==> src/rtl/ese_pkg.sv <==
// ----------------------------------------------------------------------------
// ese_pkg: shared types and constants of the exponential search engine
// Table geometry, field types, handshake payloads and the control and status
// bundles that pass between controller and datapath.
// ----------------------------------------------------------------------------
package ese_pkg;

   localparam int TABLE_DEPTH = 1024;
   localparam int KEY_WIDTH   = 32;
   localparam int IDX_W       = $clog2(TABLE_DEPTH);
   localparam int CNT_W       = IDX_W + 1;
   localparam int CSR_INDEX_W = 2;

   localparam logic [CSR_INDEX_W-1:0] CSR_COMPARE_SIGNED = CSR_INDEX_W'(0);
   localparam logic [CSR_INDEX_W-1:0] CSR_PRESENT_COUNT  = CSR_INDEX_W'(1);

   typedef enum logic {
      FUNC_WRITE  = 1'b0,
      FUNC_SEARCH = 1'b1
   } func_type;

   typedef enum logic [1:0] {
      ST_OK        = 2'd0,
      ST_EMPTY     = 2'd1,
      ST_NOT_FOUND = 2'd2
   } status_type;

   typedef enum logic [1:0] {
      IDX_ZERO,
      IDX_HI,
      IDX_MID
   } idx_sel_type;

   typedef struct packed {
      func_type    func;
      logic [9:0]  entry_index;
      logic [31:0] entry_value;
      logic [31:0] search_key;
      logic [10:0] probe_limit;
   } req_type;

   typedef struct packed {
      status_type  status;
      logic [9:0]  match_index;
   } rsp_type;

   typedef enum logic [3:0] {
      S_IDLE,
      S_START,
      S_EXP_TEST,
      S_EXP_CMP,
      S_BIN_SETUP,
      S_BIN_TEST,
      S_BIN_CMP,
      S_RESP
   } state_type;

   // controller to datapath
   typedef struct packed {
      logic        exp_init;
      logic        exp_issue;
      logic        exp_advance;
      logic        bin_setup;
      logic        bin_issue;
      logic        bin_lo_up;
      logic        bin_hi_down;
      logic        res_set;
      status_type  res_status;
      idx_sel_type res_idx;
   } cmd_type;

   // datapath to controller
   typedef struct packed {
      logic is_write;
      logic limit_zero;
      logic absent0;
      logic exp_go;
      logic probe_zero;
      logic cmp_eq;
      logic cmp_lt;
      logic mid_present;
      logic range_ok;
      logic mid_zero;
   } stat_type;

endpackage

==> src/rtl/ese_ctrl.sv <==
// ----------------------------------------------------------------------------
// ese_ctrl: search sequencer
// Checks one item, walks a search through the entry 0 check, the doubling
// probes, the bracket clamp and the binary probes, and strobes the result.
// ----------------------------------------------------------------------------
module ese_ctrl import ese_pkg::*; (
   input  logic     clock,
   input  logic     reset,
   input  logic     start,
   input  stat_type stat,
   output logic     busy,
   output logic     start_accept,
   output logic     rsp_valid,
   output cmd_type  cmd
);

   state_type state_ff, state_in;

   assign busy         = (state_ff != S_IDLE);
   assign start_accept = start && !busy;
   assign rsp_valid    = (state_ff == S_RESP);

   always_ff @(posedge clock) begin
      if (reset) begin
         state_ff <= S_IDLE;
      end else begin
         state_ff <= state_in;
      end
   end

   always_comb begin
      state_in = state_ff;
      unique case (state_ff)
         S_IDLE: begin
            if (start) state_in = S_START;
         end
         S_START: begin
            priority if (stat.is_write || stat.limit_zero || stat.absent0) begin
               state_in = S_RESP;
            end else begin
               state_in = S_EXP_TEST;
            end
         end
         S_EXP_TEST: begin
            state_in = stat.exp_go ? S_EXP_CMP : S_BIN_SETUP;
         end
         S_EXP_CMP: begin
            priority if (stat.cmp_eq) begin
               state_in = S_RESP;
            end else if (stat.probe_zero || stat.cmp_lt) begin
               state_in = S_EXP_TEST;
            end else begin
               state_in = S_BIN_SETUP;
            end
         end
         S_BIN_SETUP: state_in = S_BIN_TEST;
         S_BIN_TEST: begin
            state_in = stat.range_ok ? S_BIN_CMP : S_RESP;
         end
         S_BIN_CMP: begin
            priority if (stat.mid_present && stat.cmp_eq) begin
               state_in = S_RESP;
            end else if (stat.mid_present && stat.cmp_lt) begin
               state_in = S_BIN_TEST;
            end else if (stat.mid_zero) begin
               state_in = S_RESP;
            end else begin
               state_in = S_BIN_TEST;
            end
         end
         S_RESP:  state_in = S_IDLE;
         default: state_in = S_IDLE;
      endcase
   end

   always_comb begin
      cmd            = '0;
      cmd.res_status = ST_OK;
      cmd.res_idx    = IDX_ZERO;
      unique case (state_ff)
         S_START: begin
            priority if (stat.is_write) begin
               cmd.res_set    = 1'b1;
               cmd.res_status = ST_OK;
            end else if (stat.limit_zero) begin
               cmd.res_set    = 1'b1;
               cmd.res_status = ST_EMPTY;
            end else if (stat.absent0) begin
               cmd.res_set    = 1'b1;
               cmd.res_status = ST_NOT_FOUND;
            end else begin
               cmd.exp_init = 1'b1;
            end
         end
         S_EXP_TEST: begin
            cmd.exp_issue = stat.exp_go;
         end
         S_EXP_CMP: begin
            priority if (stat.cmp_eq) begin
               cmd.res_set    = 1'b1;
               cmd.res_status = ST_OK;
               cmd.res_idx    = IDX_HI;
            end else if (stat.probe_zero || stat.cmp_lt) begin
               cmd.exp_advance = 1'b1;
            end else begin
               cmd.exp_advance = 1'b0;
            end
         end
         S_BIN_SETUP: cmd.bin_setup = 1'b1;
         S_BIN_TEST: begin
            priority if (stat.range_ok) begin
               cmd.bin_issue = 1'b1;
            end else begin
               cmd.res_set    = 1'b1;
               cmd.res_status = ST_NOT_FOUND;
            end
         end
         S_BIN_CMP: begin
            priority if (stat.mid_present && stat.cmp_eq) begin
               cmd.res_set    = 1'b1;
               cmd.res_status = ST_OK;
               cmd.res_idx    = IDX_MID;
            end else if (stat.mid_present && stat.cmp_lt) begin
               cmd.bin_lo_up = 1'b1;
            end else if (stat.mid_zero) begin
               cmd.res_set    = 1'b1;
               cmd.res_status = ST_NOT_FOUND;
            end else begin
               cmd.bin_hi_down = 1'b1;
            end
         end
         default: begin
            cmd.res_set = 1'b0;
         end
      endcase
   end

   a_strobe_single: assert property (@(posedge clock) disable iff (reset)
      rsp_valid |=> !rsp_valid && !busy)
      else $error("result strobe longer than one cycle");

   a_accept_starts: assert property (@(posedge clock) disable iff (reset)
      start_accept |=> (state_ff == S_START) && !rsp_valid)
      else $error("accepted item did not enter the sequencer");

   a_result_before_strobe: assert property (@(posedge clock) disable iff (reset)
      rsp_valid |-> $past(cmd.res_set))
      else $error("result strobed without being set");

endmodule
==> config.mk <==
export PLATFORM = sky130hd
export DESIGN_NAME = ese_ctrl
export DESIGN_NICKNAME = d
export VERILOG_FILES = /design/src/rtl/ese_pkg.sv /design/src/rtl/ese_ctrl.sv
export SDC_FILE = /design/constraint.sdc
export NUM_CORES = 1
export LEC_CHECK = 0
export BUFFER_PORTS_ARGS = -buffer_cell sky130_fd_sc_hd__clkbuf_2
export CAP_MARGIN = 20
export CELL_PAD_IN_SITES_DETAIL_PLACEMENT = 1
export CELL_PAD_IN_SITES_GLOBAL_PLACEMENT = 2
export CORE_MARGIN = 8
export CORE_UTILIZATION = 20
export DETAILED_ROUTE_END_ITERATION = 8
export PLACE_DENSITY_LB_ADDON = 0.05
export SYNTH_ARGS = -nofsm -noshare
export SYNTH_HDL_FRONTEND = slang
export SYNTH_SLANG_ARGS = --single-unit
==> constraint.sdc <==
create_clock -name clock -period 2.57 [get_ports clock]
set_clock_uncertainty 0.05 [all_clocks]
set_input_delay 0.3855 -clock clock [delete_from_list [all_inputs] [get_ports clock]]
set_output_delay 0.3855 -clock clock [all_outputs]
set_load 0.01 [all_outputs]
==> results.sh, run 1 <==
export IMPL_cts_root_buf="clkbuf_4"
export IMPL_largest_reg_flops=3
export IMPL_mostFrequentLayoutCell="clkbuf_2"
export IMPL_ant_nets=0
export IMPL_rsz0062_at_grt="false"
export IMPL_netlist_area_sq_um=390
export IMPL_row_count=16
export IMPL_period_needed_ns=1.99
export IMPL_first_global_vias=478
export IMPL_nFillCells=255
export IMPL_cts_max_level=1
export IMPL_min_delay_start="stat[5]"
export IMPL_cts_buffers=3
export IMPL_vias_per_cell=4.57
export IMPL_initial_utilization_pct=20.5
export IMPL_post_cts_buffers=0
export IMPL_syn_area_per_cell_sq_um=7.23
export IMPL_multi_input_area_sq_um=299
export IMPL_cts_sinks=3
export IMPL_timing_setup_tns_ns=0
export IMPL_die_h_microns=60.2
export IMPL_busiest_layer="met2"
export IMPL_gr_usage_all_layers_pct=7.60
export IMPL_period_share_pct=77.4
export IMPL_use_met2_pct=13.1
export IMPL_end_kind="output port"
export IMPL_dp_hpwl_mm=1.14
export IMPL_status="finished clean"
export IMPL_crit_type="reg -> out"
export IMPL_top_regs="state_ff (3)"
export IMPL_port_buffers=27
export IMPL_crit_path_max_fanout=14
export IMPL_cp_required_ns=2.13
export IMPL_clkLatencyLatePin_ns=0.23
export IMPL_worst_pin_slew_ns=0.507
export IMPL_slew_limit_headroom_pct=66.1
export IMPL_drt_initial_drc_count=7
export IMPL_drive_gt1_share_pct=42.7
export IMPL_synthDistinctLibCells=29
export IMPL_drtPass1Iterations=4
export IMPL_seq_area_frac_synth_pct=15.4
export IMPL_max_freq_mhz=502
export IMPL_hold_depth=3
export IMPL_clockBufferDepth=2
export IMPL_gp_congestion=0.674
export IMPL_antenna_cells=0
export IMPL_vdd_drop_max_mv=0.219
export IMPL_power_density_nw_per_um2=791
export IMPL_dpl_cell_area_sq_um=539
export IMPL_finish_utilization_pct=29.7
export IMPL_syn_inst=54
export IMPL_grt_ovfl_total=0
export IMPL_num_vias=498
export IMPL_r2r_slack_ns=1.20
export IMPL_dieArea_sq_um=3620
export IMPL_crit_family="flip-flops"
export IMPL_grt_first_pass_wirelength_mm=2.10
export IMPL_drv_cap=0
export IMPL_area_growth_pct=44.9
export IMPL_crit_chain="and4bb_2, a211oi_2, nand2_1, clkbuf_2"
export IMPL_max_stage_delay_ns=0.63
export IMPL_fp_dieW_microns=60.2
export IMPL_register_area_sq_um=60.1
export IMPL_worstReg2RegStart="state_ff[1]$_SDFFE_PP0P_"
export IMPL_regMostFlops="state_ff"
export IMPL_startpoint_type="register"
export IMPL_io_pins=28
export IMPL_yosys_warnings=0
export IMPL_grtUsageMet3_pct=4.95
export IMPL_maxSlewViolCount=0
export IMPL_hold_viol=0
export IMPL_cts_resized=0
export IMPL_syn_num_nets=67
export IMPL_wl_per_cell_microns=12.8
export IMPL_hold_path_class="in -> reg"
export IMPL_final_area_sq_um=566
export IMPL_p_leak_nw=0.286
export IMPL_hold_end="state_ff[1]$_SDFFE_PP0P_"
export IMPL_final_cell_mix="clkbuf_2 (27), nand2_1 (7), nor2_1 (6), a31oi_1 (4)"
export IMPL_cts_tree="built"
export IMPL_path_buf_inv=1
export IMPL_core_area_sq_um=1900
export IMPL_grt_max_degree=15
export IMPL_regToRegEndpoint="state_ff[0]$_SDFFE_PP0P_"
export IMPL_r2r_cells=3
export IMPL_grt_antenna_before_repair=0
export IMPL_nNetsFinal=96
export IMPL_remaining_drc_errors=0
export IMPL_slowest_stage="dfxtp_1"
export IMPL_gr_usage_met1_pct=7.93
export IMPL_critical_path_arrival_ns=1.55
export IMPL_setup_viol=0
export IMPL_hold_buffers=0
export IMPL_clk_pin_slew_ns=0.04
export IMPL_drt_wl_total_mm=1.40
export IMPL_synth_seq_cells=3
layer usage:
layer  vias to the layer above  part of all wire [%]
li1                        254                     -
met1                       238                    42
met2                         6                    53
met3                         0                   5.5
met4                         0                     0
met5                         -                     0
synth_stat cells (all sizes together):
cell type | instances | area share [%]
buf | 3 | 5.1
o21ai | 3 | 3.8
dfxtp | 3 | 15
nor3 | 1 | 1.3
and4bb | 2 | 6.4
o31ai | 1 | 1.9
a31oi | 4 | 6.4
and3b | 2 | 4.8
a21boi | 1 | 1.9
a211oi | 1 | 3.2
inv | 3 | 2.9
and2b | 1 | 1.9
nand2b | 1 | 1.6
and2 | 2 | 3.2
nor2 | 6 | 5.8
nand3 | 2 | 2.6
nor3b | 2 | 6.7
and4b | 2 | 5.1
nand2 | 7 | 6.7
or3 | 2 | 4.5
o21bai | 2 | 3.8
a21oi | 2 | 2.6
a22o | 1 | 2.2
cell families (layout without fill, tap and decap cells):
| group | after synthesis | in the layout | share of synthesized area (%) |
|---|---|---|---|
| buffers and inverters | 6 | 34 | 8.01 |
| AOI/OAI and AO/OA | 15 | 15 | 26.0 |
| and+or+nand+nor | 30 | 30 | 50.6 |
| DFF | 3 | 3 | 15.4 |
report_power, final:
| group | leakage (nW) | switching, mW | internal (mW) |
|---|---|---|---|
| registers | 0.0248 | 0.0638 | 0.0658 |
| clock network | 0.0150 | 0.0248 | 0.0582 |
| logic | 0.246 | 0.120 | 0.115 |
| total | 0.286 | 0.208 | 0.239 |
worst register-to-register path, delay by kind of cell, from the launching register on:
family	cells	cell delay, ns
flops	1	0.63
simple gates	1	0.31
compound gates	2	0.25
stage by stage:
| stage | std cells | hold slack [ns] | power (mW) | worst slack, ns |
|---|---|---|---|---|
| after floorplan | 54 | 0.546 | 0.292 | 1.02 |
| after global placement | 105 | 0.683 | 0.373 | 0.807 |
| after detailed placement | 105 | 0.673 | 0.373 | 0.804 |
| after CTS | 109 | 0.437 | 0.461 | 0.564 |
| after global routing | 109 | 0.442 | 0.490 | 0.489 |
| final | 109 | 0.442 | 0.447 | 0.580 |
worst max path at each step:
| stage | cells past startpoint | startpoint | end | slack (ns) |
|---|---|---|---|---|
| after floorplan | 3 | stat[8] | cmd[4] | 1.02 |
| after global placement | 5 | stat[8] | cmd[4] | 0.81 |
| after detailed placement | 5 | stat[8] | cmd[4] | 0.80 |
| after CTS | 4 | state_ff[1]$_SDFFE_PP0P_ | cmd[4] | 0.56 |
| after global routing | 4 | state_ff[1]$_SDFFE_PP0P_ | cmd[4] | 0.49 |
| final | 4 | state_ff[1]$_SDFFE_PP0P_ | cmd[4] | 0.58 |
layout make-up:
cell class | instances | share of cell area, %
sequential | 3 | 10.6
clock buffer | 4 | 4.65
inverter | 3 | 1.99
multi-input combinational | 45 | 52.9
tap | 27 | 5.97
timing repair buffer | 27 | 23.9
(Power assumes the default switching activity.)
==> run 2, diff against run 1 <==
CORE_UTILIZATION = 18   (was 20)
clock period = 1.9 ns   (was 2.57 ns; I/O delays follow)
==> results.sh, run 2 (synthesis results as in run 1) <==
export IMPL_status="finished clean"
export IMPL_cp_required_ns=1.56
export IMPL_rsz0062_at_grt="false"
export IMPL_critical_path_arrival_ns=1.40
export IMPL_largest_reg_flops=3
export IMPL_antenna_cells=0
export IMPL_crit_family="flip-flops"
export IMPL_row_count=17
export IMPL_startpoint_type="register"
export IMPL_initial_utilization_pct=18.4
export IMPL_grt_first_pass_wirelength_mm=2.51
export IMPL_cts_tree="built"
export IMPL_hold_viol=0
export IMPL_max_freq_mhz=575
export IMPL_core_area_sq_um=2130
export IMPL_area_growth_pct=46.2
export IMPL_crit_path_max_fanout=14
export IMPL_dieArea_sq_um=3920
export IMPL_ant_nets=0
export IMPL_wl_per_cell_microns=12.6
export IMPL_final_area_sq_um=571
export IMPL_regMostFlops="state_ff"
export IMPL_max_stage_delay_ns=0.47
export IMPL_grt_ovfl_total=0
export IMPL_setup_viol=0
export IMPL_clockBufferDepth=2
export IMPL_clk_pin_slew_ns=0.04
export IMPL_drive_gt1_share_pct=46.3
export IMPL_cts_root_buf="clkbuf_4"
export IMPL_port_buffers=27
export IMPL_hold_buffers=0
export IMPL_power_density_nw_per_um2=1080
export IMPL_drt_wl_total_mm=1.38
export IMPL_drt_initial_drc_count=28
export IMPL_hold_path_class="in -> reg"
export IMPL_cts_max_level=1
export IMPL_fp_dieW_microns=62.6
export IMPL_period_share_pct=91.6
export IMPL_drv_cap=0
export IMPL_vias_per_cell=4.37
export IMPL_grt_max_degree=15
export IMPL_timing_setup_tns_ns=0
export IMPL_nNetsFinal=96
export IMPL_vdd_drop_max_mv=0.311
export IMPL_path_buf_inv=1
export IMPL_period_needed_ns=1.74
export IMPL_gp_congestion=0.634
export IMPL_die_h_microns=62.6
export IMPL_dp_hpwl_mm=1.14
export IMPL_cts_buffers=3
export IMPL_clkLatencyLatePin_ns=0.24
export IMPL_worst_pin_slew_ns=0.264
export IMPL_slew_limit_headroom_pct=82.4
export IMPL_first_global_vias=540
export IMPL_gr_usage_all_layers_pct=7.71
export IMPL_grt_antenna_before_repair=0
export IMPL_p_leak_nw=0.287
export IMPL_dpl_cell_area_sq_um=541
export IMPL_slowest_stage="dfxtp_2"
export IMPL_crit_chain="and4bb_2, a211oi_2, nand2_1, clkbuf_2"
export IMPL_maxSlewViolCount=0
export IMPL_drtPass1Iterations=3
export IMPL_mostFrequentLayoutCell="clkbuf_2"
export IMPL_end_kind="output port"
export IMPL_num_vias=481
export IMPL_power_total_mw=0.615
export IMPL_top_regs="state_ff (3)"
export IMPL_cts_sinks=3
export IMPL_final_cell_mix="clkbuf_2 (27), nand2_1 (7), nor2_1 (6), a31oi_1 (4)"
export IMPL_remaining_drc_errors=0
export IMPL_crit_type="reg -> out"
export IMPL_io_pins=28
## run 2: area by class of cell
type,instances,area [sq um]
Clock buffer,4,26.3
Fill cell,279,1560
Inverter,3,11.3
Multi-Input combinational cell,45,299
Sequential cell,3,63.8
Tap cell,28,35.0
Timing Repair Buffer,27,135
## run 2: worst reg2reg max path: stages (launching register included)
cell,delay (ns)
dfxtp_2,0.37
or3_1,0.42
o21ai_1,0.24
a31oi_1,0.06
## run 2: layer usage
layer | GRT usage [%] | vias up | part of all wire (%)
li1 | - | 252 | -
met1 | 8.24 | 222 | 43
met2 | 12.9 | 7 | 54
met3 | 3.23 | 0 | 3.0
met4 | 3.42 | 0 | 0
met5 | 0 | - | 0
## run 2: timing repair
action                     4_1_cts  5_1_grt
setup endpoints to repair        1        4
gates resized for setup          1        2
buffers inserted                 0        0
## run 2: metrics by stage
stage	std cells	setup slack [ns]	hold slack, ns	utilization, %
CTS	110	0.0369	0.324	26.7
global placement	106	0.278	0.615	25.4
finish	110	0.160	0.345	26.8
floorplan	54	0.539	0.445	-
global route	110	0.0509	0.369	26.8
detailed placement	106	0.257	0.596	25.4
## run 2: path summary, 6_finish.rpt
kind / slack [ns] / end / depth (start not counted) / start
worst max-delay path: 0.16 / cmd[4] / 4 / state_ff[1]$_SDFFE_PP0P_
worst min-delay path: 0.35 / state_ff[1]$_SDFFE_PP0P_ / 3 / stat[5]
worst max register to register: 0.63 / state_ff[1]$_SDFFE_PP0P_ / 3 / state_ff[2]$_SDFFE_PP0P_
worst min register to register: 0.58 / state_ff[2]$_SDFFE_PP0P_ / 2 / state_ff[1]$_SDFFE_PP0P_
## run 2: power by group
part           internal [mW]  leakage, nW  switching (mW)
Clock                 0.0790       0.0150          0.0380
Sequential            0.0952       0.0258          0.0838
Combinational          0.156        0.246           0.162
Total                  0.330        0.287           0.284
==> run 3, diff against run 2 <==
==> constraint.sdc (replaced) <==
create_clock -name clock -period 1.9 [get_ports clock]
set_clock_uncertainty 0.05 [all_clocks]
set_input_delay 0.19 -clock clock [delete_from_list [all_inputs] [get_ports clock]]
set_output_delay 0.19 -clock clock [all_outputs]
set_load 0.02 [all_outputs]
==> results.sh, run 3 (synthesis results as in run 1) <==
export IMPL_power_density_nw_per_um2=1140
export IMPL_nNetsFinal=96
export IMPL_rsz0062_at_grt="false"
export IMPL_max_freq_mhz=569
export IMPL_grt_ovfl_total=0
export IMPL_vdd_drop_max_mv=0.247
export IMPL_drtPass1Iterations=3
export IMPL_crit_chain="and4bb_2, a211oi_2, nand2_1, clkbuf_2"
export IMPL_finish_utilization_pct=26.6
export IMPL_pwr_share_seq_pct=26.3
export IMPL_critical_path_arrival_ns=1.52
export IMPL_core_area_sq_um=2130
export IMPL_io_pins=28
export IMPL_slowest_stage="dfxtp_1"
export IMPL_grt_antenna_before_repair=0
export IMPL_worstReg2RegStart="state_ff[2]$_SDFFE_PP0P_"
export IMPL_regMostFlops="state_ff"
export IMPL_wl_per_cell_microns=12.4
export IMPL_fp_dieW_microns=62.6
export IMPL_grt_first_pass_wirelength_mm=2.33
export IMPL_final_area_sq_um=567
export IMPL_dieArea_sq_um=3920
export IMPL_clk_pin_slew_ns=0.03
export IMPL_cts_max_level=1
export IMPL_post_cts_buffers=0
export IMPL_cts_root_buf="clkbuf_4"
export IMPL_remaining_drc_errors=0
export IMPL_status="finished clean"
export IMPL_p_leak_nw=0.286
export IMPL_area_growth_pct=45.2
export IMPL_crit_path_max_fanout=14
export IMPL_cp_required_ns=1.66
export IMPL_cts_buffers=3
export IMPL_hold_buffers=0
export IMPL_gp_congestion=0.642
export IMPL_clockBufferDepth=2
export IMPL_max_stage_delay_ns=0.58
export IMPL_cts_tree="built"
export IMPL_drt_initial_drc_count=2
export IMPL_initial_utilization_pct=18.4
export IMPL_clkLatencyLatePin_ns=0.23
export IMPL_drive_gt1_share_pct=42.7
export IMPL_timing_setup_tns_ns=0
export IMPL_cts_resized=0
export IMPL_p_sw_mw=0.322
export IMPL_crit_type="reg -> out"
export IMPL_final_instance_count_excl_fill=110
export IMPL_dp_hpwl_mm=1.17
export IMPL_ant_nets=0
export IMPL_die_h_microns=62.6
export IMPL_drt_wl_total_mm=1.36
export IMPL_first_global_vias=517
export IMPL_maxSlewViolCount=0
export IMPL_dpl_cell_area_sq_um=541
export IMPL_setup_viol=0
export IMPL_startpoint_type="register"
export IMPL_top_regs="state_ff (3)"
export IMPL_hold_viol=0
export IMPL_cts_sinks=3
export IMPL_dp_cells=106
export IMPL_port_buffers=27
export IMPL_intPower_mw=0.324
export IMPL_gr_usage_all_layers_pct=7.09
export IMPL_clkPwrFrac_pct=17.0
export IMPL_end_kind="output port"
export IMPL_drv_cap=0
export IMPL_period_needed_ns=1.76
export IMPL_grt_max_degree=15
export IMPL_antenna_cells=0
export IMPL_vias_per_cell=4.43
export IMPL_num_vias=487
export IMPL_worst_pin_slew_ns=0.446
export IMPL_combPwrFrac_pct=56.6
export IMPL_swShare_pct=49.9
export IMPL_critPathLaunch="state_ff[1]$_SDFFE_PP0P_"
export IMPL_slew_limit_headroom_pct=70.2
export IMPL_largest_reg_flops=3
export IMPL_mostFrequentLayoutCell="clkbuf_2"
export IMPL_final_cell_mix="clkbuf_2 (27), nand2_1 (7), nor2_1 (6), a31oi_1 (4)"
export IMPL_hold_path_class="in -> reg"
export IMPL_row_count=17
export IMPL_min_delay_start="stat[5]"
export IMPL_period_share_pct=92.5
## run 3: layout make-up
cell class                 count  area (sq um)
inverter                       3          11.3
multi-input combinational     45           299
timing repair buffer          27           135
tap                           28          35.0
clock buffer                   4          26.3
sequential                     3          60.1
fill                         278          1560
## run 3: per-stage QoR
stage	power (mW)	hold slack [ns]	worst slack [ns]
6_report	0.646	0.264	0.142
4_1_cts	0.662	0.260	0.112
3_3_place_gp	0.555	0.493	0.361
2_1_floorplan	0.442	0.351	0.527
5_1_grt	0.708	0.272	0.0174
3_5_place_dp	0.550	0.499	0.349
## run 3: power groups by stage
stage / Clock (mW) / Combinational [mW] / Sequential, mW
after floorplan: 0 / 0.339 / 0.103
after global placement: 0 / 0.380 / 0.175
after detailed placement: 0 / 0.376 / 0.174
after CTS: 0.115 / 0.376 / 0.171
after global routing: 0.124 / 0.405 / 0.179
final: 0.110 / 0.366 / 0.170
## run 3: worst paths after layout
path                         endpoint  slack [ns]  depth (start not counted)
max reg2reg  state_ff[1]$_SDFFE_PP0P_        0.53                          3
max                            cmd[4]        0.14                          4
min          state_ff[1]$_SDFFE_PP0P_        0.26                          3
min reg2reg  state_ff[2]$_SDFFE_PP0P_        0.65                          2
## run 3: layer usage
metal | wire (microns) | share of wire [%] | global-route usage, %
met1 | 521 | 38 | 6.01
met2 | 757 | 56 | 14.0
met3 | 83 | 6.1 | 3.23
met4 | 0 | 0 | 2.56
met5 | 0 | 0 | 0
## run 3: critical path: cells and delay by family (launching register included)
kind	cells	cell delay, ns
buf+inv	1	0.16
flops	1	0.58
simple gates	2	0.38
compound gates	1	0.17
